**src/rtl/core/mlr_pkg.sv**
```systemverilog
// Shared types and constants for the midpoint line rasterizer.
package mlr_pkg;

    localparam int COORD_WIDTH_DEF = 16;
    localparam int COLOR_WIDTH     = 24;

    typedef enum logic {
        ACT_START = 1'b0,
        ACT_STEP  = 1'b1
    } action_t;

    // Line control flags kept between steps.
    typedef struct packed {
        logic active;
        logic steep;
        logic minor_neg;
    } line_flags_t;

endpackage

```
**src/rtl/core/mlr_cmd_if.sv**
```systemverilog
// Command channel: start or step item carrying endpoints and color.
interface mlr_cmd_if
    import mlr_pkg::*;
#(
    parameter int COORD_WIDTH = COORD_WIDTH_DEF
);
    logic                          valid;
    logic                          ready;
    logic                          action;
    logic signed [COORD_WIDTH-1:0] x_start;
    logic signed [COORD_WIDTH-1:0] y_start;
    logic signed [COORD_WIDTH-1:0] x_end;
    logic signed [COORD_WIDTH-1:0] y_end;
    logic        [COLOR_WIDTH-1:0] line_color;

    modport source (
        output valid, action, x_start, y_start, x_end, y_end, line_color,
        input  ready
    );

    modport sink (
        input  valid, action, x_start, y_start, x_end, y_end, line_color,
        output ready
    );
endinterface

```
**src/rtl/core/mlr_pix_if.sv**
```systemverilog
// Pixel channel: one result per command.
interface mlr_pix_if
    import mlr_pkg::*;
#(
    parameter int COORD_WIDTH = COORD_WIDTH_DEF
);
    logic                          valid;
    logic                          ready;
    logic                          pixel_valid;
    logic signed [COORD_WIDTH-1:0] pixel_x;
    logic signed [COORD_WIDTH-1:0] pixel_y;
    logic        [COLOR_WIDTH-1:0] pixel_color;
    logic                          last_pixel;

    modport source (
        output valid, pixel_valid, pixel_x, pixel_y, pixel_color, last_pixel,
        input  ready
    );

    modport sink (
        input  valid, pixel_valid, pixel_x, pixel_y, pixel_color, last_pixel,
        output ready
    );
endinterface

```
**src/rtl/core/mlr_step.sv**
```systemverilog
// Line setup and one midpoint step: next line state and the pixel it emits.
module mlr_step
    import mlr_pkg::*;
#(
    parameter int COORD_WIDTH = COORD_WIDTH_DEF,
    localparam int DW = COORD_WIDTH + 4,
    localparam int IW = COORD_WIDTH + 3
) (
    input  logic                          action,
    input  logic signed [COORD_WIDTH-1:0] x_start,
    input  logic signed [COORD_WIDTH-1:0] y_start,
    input  logic signed [COORD_WIDTH-1:0] x_end,
    input  logic signed [COORD_WIDTH-1:0] y_end,
    input  logic        [COLOR_WIDTH-1:0] line_color,

    input  line_flags_t                   flags,
    input  logic        [COORD_WIDTH-1:0] cur_x,
    input  logic        [COORD_WIDTH-1:0] cur_y,
    input  logic        [COORD_WIDTH-1:0] major_end,
    input  logic signed [DW-1:0]          decision,
    input  logic signed [IW-1:0]          inc_straight,
    input  logic signed [IW-1:0]          inc_diagonal,
    input  logic        [COLOR_WIDTH-1:0] held_color,

    output line_flags_t                   flags_next,
    output logic        [COORD_WIDTH-1:0] cur_x_next,
    output logic        [COORD_WIDTH-1:0] cur_y_next,
    output logic        [COORD_WIDTH-1:0] major_end_next,
    output logic signed [DW-1:0]          decision_next,
    output logic signed [IW-1:0]          inc_straight_next,
    output logic signed [IW-1:0]          inc_diagonal_next,
    output logic        [COLOR_WIDTH-1:0] held_color_next,

    output logic                          pixel_valid,
    output logic signed [COORD_WIDTH-1:0] pixel_x,
    output logic signed [COORD_WIDTH-1:0] pixel_y,
    output logic        [COLOR_WIDTH-1:0] pixel_color,
    output logic                          last_pixel
);

    localparam int EW = COORD_WIDTH + 1;

    // start setup
    logic signed [EW-1:0]          ddx, ddy;
    logic        [COORD_WIDTH-1:0] adx, ady, dmaj, dmin;
    logic                          x_major, swap;
    logic signed [COORD_WIDTH-1:0] x0, y0, x1, y1;
    logic signed [DW-1:0]          d_init;
    logic signed [IW-1:0]          is_init, id_init;
    logic        [COORD_WIDTH-1:0] st_major_end;
    logic                          st_minor_neg, st_last;

    // step
    logic                          diag;
    logic        [COORD_WIDTH-1:0] minor_delta;
    logic        [COORD_WIDTH-1:0] sx, sy;
    logic signed [IW-1:0]          inc_sel;
    logic                          sp_last;

    always_comb
    begin
        ddx = EW'(x_end) - EW'(x_start);
        ddy = EW'(y_end) - EW'(y_start);
        // magnitude of a full-width difference always fits in COORD_WIDTH bits
        adx = ddx[EW-1] ? COORD_WIDTH'(-ddx) : ddx[COORD_WIDTH-1:0];
        ady = ddy[EW-1] ? COORD_WIDTH'(-ddy) : ddy[COORD_WIDTH-1:0];

        x_major = (adx >= ady);
        swap    = x_major ? (x_start > x_end) : (y_start > y_end);
        x0 = swap ? x_end   : x_start;
        y0 = swap ? y_end   : y_start;
        x1 = swap ? x_start : x_end;
        y1 = swap ? y_start : y_end;

        dmaj = x_major ? adx : ady;
        dmin = x_major ? ady : adx;
        st_minor_neg = x_major ? !(y0 < y1) : !(x0 < x1);
        st_major_end = x_major ? x1 : y1;
        st_last      = x_major ? (x0 == x1) : (y0 == y1);

        d_init  = $signed({4'b0, dmaj}) - $signed({3'b0, dmin, 1'b0});
        is_init = IW'(0) - $signed({2'b0, dmin, 1'b0});
        id_init = $signed({2'b0, dmaj, 1'b0}) - $signed({2'b0, dmin, 1'b0});
    end

    always_comb
    begin
        diag        = decision[DW-1];
        minor_delta = flags.minor_neg ? '1 : COORD_WIDTH'(1);
        if (flags.steep)
        begin
            sy = cur_y + COORD_WIDTH'(1);
            sx = diag ? cur_x + minor_delta : cur_x;
        end
        else
        begin
            sx = cur_x + COORD_WIDTH'(1);
            sy = diag ? cur_y + minor_delta : cur_y;
        end
        inc_sel = diag ? inc_diagonal : inc_straight;
        sp_last = (flags.steep ? sy : sx) == major_end;
    end

    always_comb
    begin
        flags_next        = flags;
        cur_x_next        = cur_x;
        cur_y_next        = cur_y;
        major_end_next    = major_end;
        decision_next     = decision;
        inc_straight_next = inc_straight;
        inc_diagonal_next = inc_diagonal;
        held_color_next   = held_color;
        pixel_valid       = 1'b0;
        pixel_x           = '0;
        pixel_y           = '0;
        pixel_color       = '0;
        last_pixel        = 1'b0;

        if (action == ACT_START)
        begin
            flags_next.active    = !st_last;
            flags_next.steep     = !x_major;
            flags_next.minor_neg = st_minor_neg;
            cur_x_next        = x0;
            cur_y_next        = y0;
            major_end_next    = st_major_end;
            decision_next     = d_init;
            inc_straight_next = is_init;
            inc_diagonal_next = id_init;
            held_color_next   = line_color;
            pixel_valid       = 1'b1;
            pixel_x           = x0;
            pixel_y           = y0;
            pixel_color       = line_color;
            last_pixel        = st_last;
        end
        else if (flags.active)
        begin
            flags_next.active = !sp_last;
            cur_x_next        = sx;
            cur_y_next        = sy;
            decision_next     = decision + DW'(inc_sel);
            pixel_valid       = 1'b1;
            pixel_x           = sx;
            pixel_y           = sy;
            pixel_color       = held_color;
            last_pixel        = sp_last;
        end
    end

endmodule

```
**src/rtl/core/midpoint_line_rasterizer.sv**
```systemverilog
// Top level of the midpoint line rasterizer: command register, step logic, pixel register.
//
//  channel | dir | payload
//  --------+-----+---------------------------------------------------------
//  cmd     | in  | action, x_start, y_start, x_end, y_end, line_color
//  pix     | out | pixel_valid, pixel_x, pixel_y, pixel_color, last_pixel
//
// One command per clock while pix does not stall; each command gives exactly one pixel
// transfer, after passing through the command register and then the pixel register.
// The only loop is the decision/coordinate update, one add and compare per step.
// Reset clears the line state and both stage valids; no line is active.
// A stall on pix holds the pixel register and then the command register;
// cmd.ready drops only once both are full.
module midpoint_line_rasterizer
    import mlr_pkg::*;
#(
    parameter int COORD_WIDTH = COORD_WIDTH_DEF
) (
    input  logic clk,
    input  logic rst_n,
    mlr_cmd_if.sink   cmd,
    mlr_pix_if.source pix
);

    localparam int DW = COORD_WIDTH + 4;
    localparam int IW = COORD_WIDTH + 3;

    // command register
    logic                          c_valid_reg;
    logic                          c_action_reg;
    logic signed [COORD_WIDTH-1:0] c_xs_reg, c_ys_reg, c_xe_reg, c_ye_reg;
    logic        [COLOR_WIDTH-1:0] c_color_reg;

    // line state
    line_flags_t                   flags_reg, flags_next;
    logic        [COORD_WIDTH-1:0] cur_x_reg, cur_x_next;
    logic        [COORD_WIDTH-1:0] cur_y_reg, cur_y_next;
    logic        [COORD_WIDTH-1:0] major_end_reg, major_end_next;
    logic signed [DW-1:0]          decision_reg, decision_next;
    logic signed [IW-1:0]          inc_straight_reg, inc_straight_next;
    logic signed [IW-1:0]          inc_diagonal_reg, inc_diagonal_next;
    logic        [COLOR_WIDTH-1:0] held_color_reg, held_color_next;

    // pixel register
    logic                          p_valid_reg;
    logic                          p_pv_reg, p_pv_next;
    logic signed [COORD_WIDTH-1:0] p_x_reg, p_x_next;
    logic signed [COORD_WIDTH-1:0] p_y_reg, p_y_next;
    logic        [COLOR_WIDTH-1:0] p_color_reg, p_color_next;
    logic                          p_last_reg, p_last_next;

    logic advance;
    logic cmd_take;

    assign advance   = !p_valid_reg || pix.ready;
    assign cmd.ready = !c_valid_reg || advance;
    assign cmd_take  = cmd.valid && cmd.ready;

    mlr_step #(
        .COORD_WIDTH (COORD_WIDTH)
    ) u_step (
        .action            (c_action_reg),
        .x_start           (c_xs_reg),
        .y_start           (c_ys_reg),
        .x_end             (c_xe_reg),
        .y_end             (c_ye_reg),
        .line_color        (c_color_reg),
        .flags             (flags_reg),
        .cur_x             (cur_x_reg),
        .cur_y             (cur_y_reg),
        .major_end         (major_end_reg),
        .decision          (decision_reg),
        .inc_straight      (inc_straight_reg),
        .inc_diagonal      (inc_diagonal_reg),
        .held_color        (held_color_reg),
        .flags_next        (flags_next),
        .cur_x_next        (cur_x_next),
        .cur_y_next        (cur_y_next),
        .major_end_next    (major_end_next),
        .decision_next     (decision_next),
        .inc_straight_next (inc_straight_next),
        .inc_diagonal_next (inc_diagonal_next),
        .held_color_next   (held_color_next),
        .pixel_valid       (p_pv_next),
        .pixel_x           (p_x_next),
        .pixel_y           (p_y_next),
        .pixel_color       (p_color_next),
        .last_pixel        (p_last_next)
    );

    always_ff @(posedge clk or negedge rst_n)
    begin
        if (!rst_n)
        begin
            c_valid_reg <= 1'b0;
        end
        else if (cmd.ready)
        begin
            c_valid_reg <= cmd.valid;
        end
    end

    always_ff @(posedge clk)
    begin
        if (cmd_take)
        begin
            c_action_reg <= cmd.action;
            c_xs_reg     <= cmd.x_start;
            c_ys_reg     <= cmd.y_start;
            c_xe_reg     <= cmd.x_end;
            c_ye_reg     <= cmd.y_end;
            c_color_reg  <= cmd.line_color;
        end
    end

    // state advances only when the command moves into the pixel register
    always_ff @(posedge clk or negedge rst_n)
    begin
        if (!rst_n)
        begin
            flags_reg        <= '0;
            cur_x_reg        <= '0;
            cur_y_reg        <= '0;
            major_end_reg    <= '0;
            decision_reg     <= '0;
            inc_straight_reg <= '0;
            inc_diagonal_reg <= '0;
            held_color_reg   <= '0;
            p_valid_reg      <= 1'b0;
        end
        else if (advance)
        begin
            p_valid_reg <= c_valid_reg;
            if (c_valid_reg)
            begin
                flags_reg        <= flags_next;
                cur_x_reg        <= cur_x_next;
                cur_y_reg        <= cur_y_next;
                major_end_reg    <= major_end_next;
                decision_reg     <= decision_next;
                inc_straight_reg <= inc_straight_next;
                inc_diagonal_reg <= inc_diagonal_next;
                held_color_reg   <= held_color_next;
            end
        end
    end

    always_ff @(posedge clk)
    begin
        if (advance && c_valid_reg)
        begin
            p_pv_reg    <= p_pv_next;
            p_x_reg     <= p_x_next;
            p_y_reg     <= p_y_next;
            p_color_reg <= p_color_next;
            p_last_reg  <= p_last_next;
        end
    end

    assign pix.valid       = p_valid_reg;
    assign pix.pixel_valid = p_pv_reg;
    assign pix.pixel_x     = p_x_reg;
    assign pix.pixel_y     = p_y_reg;
    assign pix.pixel_color = p_color_reg;
    assign pix.last_pixel  = p_last_reg;

endmodule
```
**src/flat_wrapper.sv**
```systemverilog
// flat-port wrapper written by rule: the top's interface ports become plain ports
module midpoint_line_rasterizer_flat import mlr_pkg::*;
#(
    parameter int COORD_WIDTH = COORD_WIDTH_DEF
)
  (clk, rst_n, cmd_valid, cmd_action, cmd_x_start, cmd_y_start, cmd_x_end, cmd_y_end, cmd_line_color, cmd_ready, pix_valid, pix_pixel_valid, pix_pixel_x, pix_pixel_y, pix_pixel_color, pix_last_pixel, pix_ready);
  mlr_cmd_if #(.COORD_WIDTH(COORD_WIDTH)) cmd_i ();
  mlr_pix_if #(.COORD_WIDTH(COORD_WIDTH)) pix_i ();
  input  logic clk;
  input  logic rst_n;
  input wire logic [$bits(cmd_i.valid)-1:0] cmd_valid;
  input wire logic [$bits(cmd_i.action)-1:0] cmd_action;
  input wire logic [$bits(cmd_i.x_start)-1:0] cmd_x_start;
  input wire logic [$bits(cmd_i.y_start)-1:0] cmd_y_start;
  input wire logic [$bits(cmd_i.x_end)-1:0] cmd_x_end;
  input wire logic [$bits(cmd_i.y_end)-1:0] cmd_y_end;
  input wire logic [$bits(cmd_i.line_color)-1:0] cmd_line_color;
  output wire logic [$bits(cmd_i.ready)-1:0] cmd_ready;
  output wire logic [$bits(pix_i.valid)-1:0] pix_valid;
  output wire logic [$bits(pix_i.pixel_valid)-1:0] pix_pixel_valid;
  output wire logic [$bits(pix_i.pixel_x)-1:0] pix_pixel_x;
  output wire logic [$bits(pix_i.pixel_y)-1:0] pix_pixel_y;
  output wire logic [$bits(pix_i.pixel_color)-1:0] pix_pixel_color;
  output wire logic [$bits(pix_i.last_pixel)-1:0] pix_last_pixel;
  input wire logic [$bits(pix_i.ready)-1:0] pix_ready;
  assign cmd_i.valid = cmd_valid;
  assign cmd_i.action = cmd_action;
  assign cmd_i.x_start = cmd_x_start;
  assign cmd_i.y_start = cmd_y_start;
  assign cmd_i.x_end = cmd_x_end;
  assign cmd_i.y_end = cmd_y_end;
  assign cmd_i.line_color = cmd_line_color;
  assign cmd_ready = cmd_i.ready;
  assign pix_valid = pix_i.valid;
  assign pix_pixel_valid = pix_i.pixel_valid;
  assign pix_pixel_x = pix_i.pixel_x;
  assign pix_pixel_y = pix_i.pixel_y;
  assign pix_pixel_color = pix_i.pixel_color;
  assign pix_last_pixel = pix_i.last_pixel;
  assign pix_i.ready = pix_ready;
  midpoint_line_rasterizer #(.COORD_WIDTH(COORD_WIDTH)) u_core (.clk(clk), .rst_n(rst_n), .cmd(cmd_i), .pix(pix_i));
endmodule
```
**config.mk**
```make
export PLATFORM = sky130hd
export DESIGN_NAME = midpoint_line_rasterizer_flat
export DESIGN_NICKNAME = d
export VERILOG_FILES = /design/src/rtl/core/mlr_pkg.sv /design/src/rtl/core/mlr_cmd_if.sv /design/src/rtl/core/mlr_pix_if.sv /design/src/rtl/core/mlr_step.sv /design/src/rtl/core/midpoint_line_rasterizer.sv /design/src/flat_wrapper.sv
export SDC_FILE = /design/constraint.sdc
export NUM_CORES = 1
export LEC_CHECK = 0
export ABC_CLOCK_PERIOD_IN_PS = 17100
export BUFFER_PORTS_ARGS = -buffer_cell sky130_fd_sc_hd__buf_2
export CORE_ASPECT_RATIO = 1.25
export CORE_MARGIN = 2
export CORE_UTILIZATION = 30
export CTS_BUF_LIST = sky130_fd_sc_hd__clkbuf_4
export DETAILED_ROUTE_END_ITERATION = 8
export HOLD_SLACK_MARGIN = 0.08
export PLACE_DENSITY = 0.47
export SETUP_SLACK_MARGIN = 0.4
export SLEW_MARGIN = 20
export SYNTH_ARGS = -nofsm -noshare
export SYNTH_HDL_FRONTEND = slang
export SYNTH_HIERARCHICAL = 1
export SYNTH_SLANG_ARGS = --single-unit
```
**constraint.sdc**
```tcl
create_clock -name clk -period 17.1 [get_ports clk]
set_input_delay 2.565 -clock clk [delete_from_list [all_inputs] [get_ports clk]]
set_output_delay 2.565 -clock clk [all_outputs]
set_load 0.005 [all_outputs]
```
# ---- Yosys cells after proc, flatten, opt, wreduce, memory -nomap -nowiden
# Index checks and enable logic that the tools add are counted.
dict set report word_totals {
  reg_bits 282
  latch_bits 0
  ramBits 0
  rom_bits 0
  output_inout_bits 60
  n_memories 0
}
dict set report op_classes {
  n_addsub 12
  multipliers 0
  div_mod_pow 0
  order_cmp 5
  n_eq_ne 4
  shifts 0
  n_mux 36
  bitwise 1
  reduce_logical 14
}
# cell count
set ops {}
lappend ops {{$mux 16} 23}
lappend ops {{$eq 16x16->1} 3}
lappend ops {{$mux 24} 2}
lappend ops {{$mux 20} 2}
lappend ops {{$sub 16x16->17} 2}
lappend ops {{$add 16x1->16 const B} 2}
lappend ops {{$add 16x16->16} 2}
lappend ops {{$gt 16x16->1} 2}
lappend ops {{$lt 16x16->1} 2}
lappend ops {{$neg 16->16} 2}
lappend ops {{$add 20x19->20} 1}
lappend ops {{$mux 19} 1}
lappend ops {{$sub 1x17->18 const A} 1}
lappend ops {{$sub 16x17->18} 1}
lappend ops {{$sub 17x17->18} 1}
lappend ops {{$ge 16x16->1} 1}
lappend ops {{$mux 1} 8}
lappend ops {{$logic_not 1->1} 7}
lappend ops {{$reduce_and 3->1} 2}
lappend ops {{$logic_and 1x1->1} 2}
lappend ops {{$logic_or 1x1->1} 2}
lappend ops {{$ne 2x2->1 const B} 1}
lappend ops {{$reduce_and 2->1} 1}
lappend ops {{$not 1->1} 1}

# ---- Depth between registers and ports, before layout
# Gate-level depths: netlist of run 1.
dict set report depth {
  ltp_word 10
  mapped_depth 49
  ltp_nobuf 44
}

# ---- Modules after synthesis
# Netlist of run 1, hierarchy kept.
# mod instances cells_each area_each_um2 seq_area_each_um2
set by_module_without_submodules {}
lappend by_module_without_submodules {mlr_step 1 1908 12094.1 0.0}
lappend by_module_without_submodules {midpoint_line_rasterizer 1 436 9701.8 7792.5}

# ---- Worst setup path after synthesis of run 1
# OpenSTA, ideal clock, no wires.
dict set report synth_path {
  path_type {register to register}
  startpoint {register u_core.c_ys_reg[7]}
  endpoint {register u_core.decision_reg[17]}
  setup_time_ns 0.125
  arrival_ns 9.491
  required_time_ns 16.975
  slack_ns 7.484
  stages_incl_launch_ff 49
  path_buffers 6
  synth_period_minus_slack_ns 9.616
  cell_sequence {edfxtp_1 > inv_1 > ha_1 > buf_6 > a21o_1 > or3_1 > o221a_2 > o21a_1 > or3_4 > a211o_1 > o21bai_1 > or2_1 > nor4_1 > nor2_1 > a211o_1 > xnor2_1 > ha_1 > nor2b_1 > [13 not listed] > fa_1 > nor2b_1 > o21ai_0 > a21boi_0 > o21ai_0 > a21boi_0 > o21ai_0 > a21boi_0 > o21ai_0 > a21boi_0 > o21ai_0 > a21boi_0 > o21ai_0 > nand2b_1 > a21oi_1 > o21ai_1 > o21ai_0 > mux2_4}
}
dict set report synth_via {
  elab_chain_cells 7
  elab_cells_between_ends 8
  cone_classes {add/sub: 3; order compare: 1; mux: 4}
}
# item line
set synth_rtl {}
lappend synth_rtl {{start: declaration} midpoint_line_rasterizer.sv:31} ;# logic signed [COORD_WIDTH-1:0] c_xs_reg, c_ys_reg, c_xe_reg, c_ye_reg;
lappend synth_rtl {{start signal: assignment} midpoint_line_rasterizer.sv:109} ;# c_ys_reg <= cmd.y_start;
lappend synth_rtl {{$sub 16x16->17 *} mlr_step.sv:63} ;# ddy = EW'(y_end) - EW'(y_start);
lappend synth_rtl {{$neg 16->16} mlr_step.sv:66} ;# ady = ddy[EW-1] ? COORD_WIDTH'(-ddy) : ddy[COORD_WIDTH-1:0];
lappend synth_rtl {{$mux 16 *} mlr_step.sv:66}
lappend synth_rtl {{$ge 16x16->1} mlr_step.sv:68} ;# x_major = (adx >= ady);
lappend synth_rtl {{$mux 16, on equally long branches} {mlr_step.sv:75, mlr_step.sv:76}}
lappend synth_rtl {{$sub 16x17->18 *} mlr_step.sv:81} ;# d_init = $signed({4'b0, dmaj}) - $signed({3'b0, dmin, 1'b0});
lappend synth_rtl {{$mux 20 *} mlr_step.sv:120} ;# if (action == ACT_START)
lappend synth_rtl {{net u_core.decision_next[17]} midpoint_line_rasterizer.sv:39} ;# logic signed [DW-1:0] decision_reg, decision_next;
lappend synth_rtl {{end signal: assignment} midpoint_line_rasterizer.sv:140} ;# decision_reg <= decision_next;
lappend synth_rtl {{end: declaration} midpoint_line_rasterizer.sv:39}
# Mark *: on every way through the listed nets, which the timed path passes. The rest lies on a longest branch.
# A chain may end at the register's enable or synchronous reset.

# ---- Final worst setup path of run 1
dict set report layout_path {
  startpoint {register u_core.c_ys_reg[0]}
  endpoint {register u_core.decision_reg[19]}
}
# The elaborated chain is that of the path after synthesis.

==> results.py, run 1 <==
metrics = {
    "status": {
        "status": "finished clean",
    },
    "synth": {
        "yosys.area.top_type": "edfxtp_1",
        "synthXorXnorAreaFrac": 0.0631,
        "synthAdderAreaFrac": 0.0727,
        "syn-cell-area_um2": 21800,
        "synth_top_family_by_area": "compound AO/OA/AOI/OAI gates",
        "synthArstFlopShare": 0.479,
        "synth_top_area_share": 0.203,
        "synth_mux_area_frac": 0.118,
        "syn_nets": 2560,
        "synthFlopType": "edfxtp_1",
        "syn-instance-count": 2344,
        "ys_seq_area_frac": 0.358,
        "ys_types": 93,
        "syn_area_per_cell_um2": 9.30,
        "synth_area_leaders": "edfxtp_1 20%, dfrtp_1 15%, ha_1 6.7%",
        "synth_compound_area_frac": 0.193,
        "synth-seq-cells": 282,
        "yosys_warnings": 6,
        "synth-simple-area-share": 0.149,
        "synth_edf_count": 147,
    },
    "place": {
        "dp.cells": 3349,
        "place_ws_ps": 6390,
        "portBuffers": 152,
        "dpl.hpwl_um": 48500,
        "gp_congestion": 0.873,
    },
    "critical_path": {
        "critical_path.slowest_cell": "xnor2_1",
        "r2r_slack_ps": 6300,
        "required_ps": 17790,
        "reg2reg_depth": 43,
        "start_kind": "flop",
        "crit_family": "compound AO/OA/AOI/OAI gates",
        "critPathMaxFanout": 44,
        "worst-path-stages": 43,
        "crit_arrival_ps": 11480,
        "worstSetupPathType": "flop to flop",
        "cp-end-kind": "flop",
        "max_stage_delay_ps": 490,
        "worst-path-buf-inv": 1,
        "r2r-end": "u_core/decision_reg[19]",
        "r2r-start": "u_core/c_ys_reg[0]",
        "cp_common_cell": "o21ai_0",
    },
    "hold_path": {
        "min_delay_path_depth": 1,
        "hold_class": "flop to flop",
        "min_from": "u_core/held_color_reg[22]",
        "hold-path-endpoint": "u_core/held_color_reg[22]",
    },
    "finish": {
        "area_growth_pct": 12.4,
        "fill_cells": 7450,
        "layout-drive-gt1-share": 0.210,
        "stdcell_count": 3509,
        "multi_input_area_um2": 13000,
        "seqCellArea_um2": 7790,
        "nets": 2700,
    },
    "sta": {
        "max_slew_margin": 0.331,
        "final.period_utilization": 0.631,
        "setup_tns_ps": 0,
        "drv_slew": 0,
        "period_minus_slack_ps": 10800,
        "fin_skew_ps": 58.9,
        "finalSetupViolCount": 0,
        "hold_viol_final": 0,
        "rsz0062_at_grt": "no",
        "fmax_ghz": 0.0926,
        "worst_slack_ps": 6300,
        "max_slew.worst_pin.slew_ps": 1000,
    },
    "grt": {
        "grt_max_degree": 182,
        "grt_pass1_vias": 18464,
        "antenna_found_initial": 5,
        "grt-ovfl-total": 0,
        "grt_pass1_wl_um": 104000,
        "grtUsageTotal": 0.177,
    },
    "power_and_ir_drop": {
        "power.switching_mw": 2.24,
        "power.clock.fraction": 0.141,
        "total_power_mw": 4.87,
        "p_leak_nw": 10.3,
        "power_density_nw_per_um2": 199,
        "internal_power_mw": 2.63,
        "p_seq_frac": 0.232,
        "vdd_drop_max_mv": 0.0868,
        "power_frac_comb": 0.627,
        "swShare": 0.461,
    },
    "route": {
        "drc": 0,
        "ant_nets": 0,
        "initialDrtViolationCount": 1113,
        "wire_per_inst_um": 18.9,
        "drt-pass1-iter-count": 8,
        "drt_wl_total_um": 66300,
        "viasPerCell": 5.20,
        "via_count": 18257,
    },
    "clock_network": {
        "cts_setup_buffers": 0,
        "cts_resized": 0,
        "cts-root-buf": "clkbuf_4",
        "h-tree-depth": 3,
        "cts_num_sinks": 282,
        "hold_buffers": 0,
        "cts_max_path_buffers": 3,
        "cts_tree": "built",
        "numCtsBuffers": 85,
        "insertion_delay_ps": 830,
        "clk_pin_slew_ps": 60,
    },
    "die": {
        "initial_core_util": 0.303,
        "coreArea_um2": 72000,
        "die-area_um2": 74800,
        "rows": 110,
        "dieHeight_um": 305,
        "dieWidth_um": 245,
        "io_pins": 153,
    },
    "flow_run": {
        "max-cap-violations": 0,
    },
}
## placed cells by master (no fill, tap or decap), drive strengths merged, types with 109 or more instances in the layout
cell    netlist  routed
nor2        154     154
dfrtp       135     135
ha          117     117
o21ai       224     224
a21oi       153     153
edfxtp      147     147
inv         108     109
clkbuf       76     136
buf          43     172
nand2       232     232
mux2        183     183
## worst register-to-register path: cells and delay by family, from the launching register on
family          cells  cell delay [ps]
simple gates       11             2380
mux                 1              270
buf+inv             1              430
flops               1              430
compound gates     24             4930
xor+xnor            1              490
fa+ha+maj           5             1780
## cell families (layout without fill, tap and decap cells)
logic type / Yosys count / count (layout)
compound gates: 666 / 666
xor+xnor: 157 / 157
fa+ha+maj: 123 / 123
buf+inv: 228 / 439
flops: 282 / 282
mux: 211 / 211
other cells: 0 / 2
simple gates: 677 / 677
## layout make-up
class / instances / area share
Clock buffer: 136 / 0.0417
Antenna cell: 2 / 0.000204
Timing Repair Buffer: 172 / 0.0380
Multi-Input combinational cell: 1834 / 0.532
Inverter: 109 / 0.0167
Sequential cell: 282 / 0.318
Clock inverter: 22 / 0.00480
Tap cell: 952 / 0.0486
## cells in the mapped netlist (28+ instances only)
cell type and number:
nor2_1 152, or3_1 30, mux2_4 59, a21o_1 49, o211ai_1 36, and3_1 29
o21ai_0 197, inv_1 108, xor2_1 60, mux2_2 124, nand3_1 48, and2_1 44
xnor2_1 97, nor3_1 36, nand2_1 232, ha_1 117, mux2i_1 28, a21oi_1 152
edfxtp_1 147, dfrtp_1 135, clkbuf_1 76
## layer usage
metal	up-vias	wire length, µm	GRT usage
met2	469	32600	0.307
met5	-	0	0
met3	127	2630	0.0246
met1	8769	28800	0.219
met4	0	2230	0.0730
li1	8892	-	-
## worst max-delay path by stage
stage | from | end | slack, ps
global placement | u_core/c_ys_reg[7] | u_core/decision_reg[17] | 6580
floorplan | u_core/c_ys_reg[7] | u_core/decision_reg[17] | 7480
detailed placement | u_core/c_ys_reg[7] | u_core/decision_reg[19] | 6390
global route | u_core/c_ys_reg[0] | u_core/decision_reg[17] | 5240
finish | u_core/c_ys_reg[0] | u_core/decision_reg[19] | 6300
CTS | u_core/c_ys_reg[7] | u_core/decision_reg[17] | 6300
## stage by stage
| stage | area, µm² | hold WS, ps | util |
|---|---|---|---|
| 5_1_grt | 24500 | 519 | 0.340 |
| 2_1_floorplan | 21800 | 449 | - |
| 3_3_place_gp | 23300 | 473 | 0.324 |
| 6_report | 24500 | 503 | 0.340 |
| 4_1_cts | 24500 | 504 | 0.340 |
| 3_5_place_dp | 23300 | 491 | 0.324 |
## power groups by stage
stage          sequential (mW)  combinational (mW)  clock (mW)
2_1_floorplan             1.07                2.36           0
3_3_place_gp              1.13                3.00           0
3_5_place_dp              1.14                3.04           0
4_1_cts                   1.13                3.07       0.723
5_1_grt                   1.16                3.42       0.757
6_report                  1.13                3.06       0.687
(Power assumes the default switching activity.)
==> run 2, diff against run 1 <==
Settings changed: ABC_CLOCK_PERIOD_IN_PS 17100 to 11000.
Clock period 17.1 ns to 11 ns, I/O delays scaled along.
==> run 2 against run 1 <==
Compared with the run above: sequential share of layout area decreased by 0.060 points; clock power is 51% higher; first-iteration DRC count down 3.2%; wire length hardly changed; worst hold slack worse by 3.2 ps; clock skew is 16 ps higher; critical path type unchanged; largest power group unchanged.
==> results.py, run 2 (same netlist as run 1, synthesis figures left out) <==
metrics = {
    "critical_path": {
        "worst-path-buf-inv": 2,
        "critPathLaunch": "u_core/c_ys_reg[7]",
        "cp-end-kind": "flop",
        "reg2reg_depth": 43,
        "max_stage_delay_ps": 410,
        "crit_arrival_ps": 10420,
        "worstSetupPathType": "flop to flop",
        "crit_family": "compound AO/OA/AOI/OAI gates",
        "required_ps": 11670,
        "cp_common_cell": "o21ai_0",
        "critPathMaxFanout": 8,
        "start_kind": "flop",
        "worst-path-stages": 43,
        "critical_path.slowest_cell": "ha_1",
        "r2r-start": "u_core/c_ys_reg[7]",
    },
    "place": {
        "gp_congestion": 0.895,
        "dpl.hpwl_um": 49000,
        "portBuffers": 152,
        "placed_area_um2": 23400,
    },
    "finish": {
        "nets": 2706,
        "utilization": 0.341,
        "layout_common_cells": "232 x nand2_1, 197 x o21ai_0, 152 x a21oi_1, 151 x buf_2, 149 x nor2_1",
        "layout-drive-gt1-share": 0.212,
        "final_common_cell": "nand2_1",
        "fill_cells": 7474,
        "area_growth_pct": 12.6,
        "design_area_um2": 24500,
    },
    "route": {
        "wire_per_inst_um": 18.9,
        "initialDrtViolationCount": 1077,
        "drt-pass1-iter-count": 5,
        "viasPerCell": 5.19,
        "drt_wl_total_um": 66300,
        "drc": 0,
        "ant_nets": 0,
        "via_count": 18249,
    },
    "clock_network": {
        "clk_pin_slew_ps": 70,
        "numCtsBuffers": 84,
        "cts_max_path_buffers": 3,
        "cts_tree": "built",
        "cts_num_sinks": 282,
        "cts-root-buf": "clkbuf_4",
        "h-tree-depth": 3,
        "hold_buffers": 0,
        "insertion_delay_ps": 860,
    },
    "die": {
        "initial_core_util": 0.303,
        "dieWidth_um": 245,
        "rows": 110,
        "io_pins": 153,
        "die-area_um2": 74800,
        "dieHeight_um": 305,
        "coreArea_um2": 72000,
    },
    "grt": {
        "grt_max_degree": 78,
        "grt-ovfl-total": 0,
        "grtUsageTotal": 0.178,
        "grt_pass1_vias": 18529,
        "antenna_found_initial": 3,
        "grt_pass1_wl_um": 105000,
    },
    "power_and_ir_drop": {
        "p_leak_nw": 10.3,
        "p_seq_frac": 0.231,
        "power.clock.fraction": 0.137,
        "power.switching_mw": 3.52,
        "power_density_nw_per_um2": 309,
        "internal_power_mw": 4.07,
        "swShare": 0.464,
        "total_power_mw": 7.58,
        "power_frac_comb": 0.632,
        "vdd_drop_max_mv": 0.139,
    },
    "sta": {
        "rsz0062_at_grt": "no",
        "period_minus_slack_ps": 9750,
        "setup_tns_ps": 0,
        "drv_slew": 0,
        "fin_skew_ps": 74.5,
        "finalSetupViolCount": 0,
        "max_slew.worst_pin.slew_ps": 924,
        "hold_viol_final": 0,
        "final.period_utilization": 0.887,
        "hold-worst-slack_ps": 500,
        "fmax_ghz": 0.103,
        "max_slew_margin": 0.376,
    },
    "hold_path": {
        "min_from": "u_core/c_valid_reg",
        "min_delay_path_depth": 1,
        "hold_class": "flop to flop",
    },
    "status": {
        "status": "finished clean",
    },
    "flow_run": {
        "max-cap-violations": 0,
    },
}
==> run 2: changes by cell type in the layout (fill, tap and decap cells not counted), sizes merged <==
cell,before,now
clkbuf,136,123
buf,172,179
clkinv,20,27
inv,109,113
diode,2,1
==> run 2: layout make-up <==
class	instances	area (µm²)	share of cell area
Clock buffer	123	923	0.0376
Tap cell	952	1190	0.0485
Antenna cell	1	2.50	0.000102
Sequential cell	282	7790	0.318
Multi-Input combinational cell	1834	13100	0.532
Clock inverter	33	178	0.00724
Inverter	109	409	0.0167
Timing Repair Buffer	179	973	0.0397
==> run 2: worst paths after layout <==
| path | slack [ps] | to |
|---|---|---|
| max | 1250 | u_core/decision_reg[17] |
| min | 500 | u_core/pix.valid |
| max reg2reg | 1250 | u_core/decision_reg[17] |
| min reg2reg | 500 | u_core/pix.valid |
| max in group asynchronous | 8690 | u_core/inc_straight_reg[1] |
| min in group asynchronous | 880 | u_core/cur_y_reg[9] |
==> run 2: stage by stage <==
stage | worst slack (ps) | cells
after detailed placement | 709 | 3354
after floorplan | 1380 | 2344
after global routing | 462 | 3513
after CTS | 572 | 3510
final | 1250 | 3513
after global placement | 893 | 3354
==> run 2: repair_timing <==
item / 4_1_cts / 5_1_grt
setup endpoints to repair: 0 / 8
resized for setup: 0 / 10
buffers inserted: 0 / 2
==> run 2: power by group through the flow <==
stage | Sequential, mW | Combinational, mW | Clock, mW
2_1_floorplan | 1.67 | 3.66 | 0
3_3_place_gp | 1.76 | 4.69 | 0
3_5_place_dp | 1.77 | 4.75 | 0
4_1_cts | 1.75 | 4.79 | 1.10
5_1_grt | 1.80 | 5.37 | 1.15
6_report | 1.75 | 4.80 | 1.04
==> run 2: metal layers <==
layer | share of wire | GRT usage | vias to the layer above
met2 | 0.49 | 0.308 | 381
met3 | 0.037 | 0.0256 | 117
met4 | 0.033 | 0.0703 | 0
met1 | 0.44 | 0.221 | 8867
met5 | 0 | 0 | -
li1 | - | - | 8884
==> run 2: worst register-to-register path, delay by kind of cell, from the launching register on <==
family,cells,cell delay [ps]
muxes,1,270
AOI/OAI and AO/OA,23,4260
adders and majority gates,4,1420
DFF,1,400
and+or+nand+nor,12,2760
buffers and inverters,2,230
xor gates and xnor gates,1,260
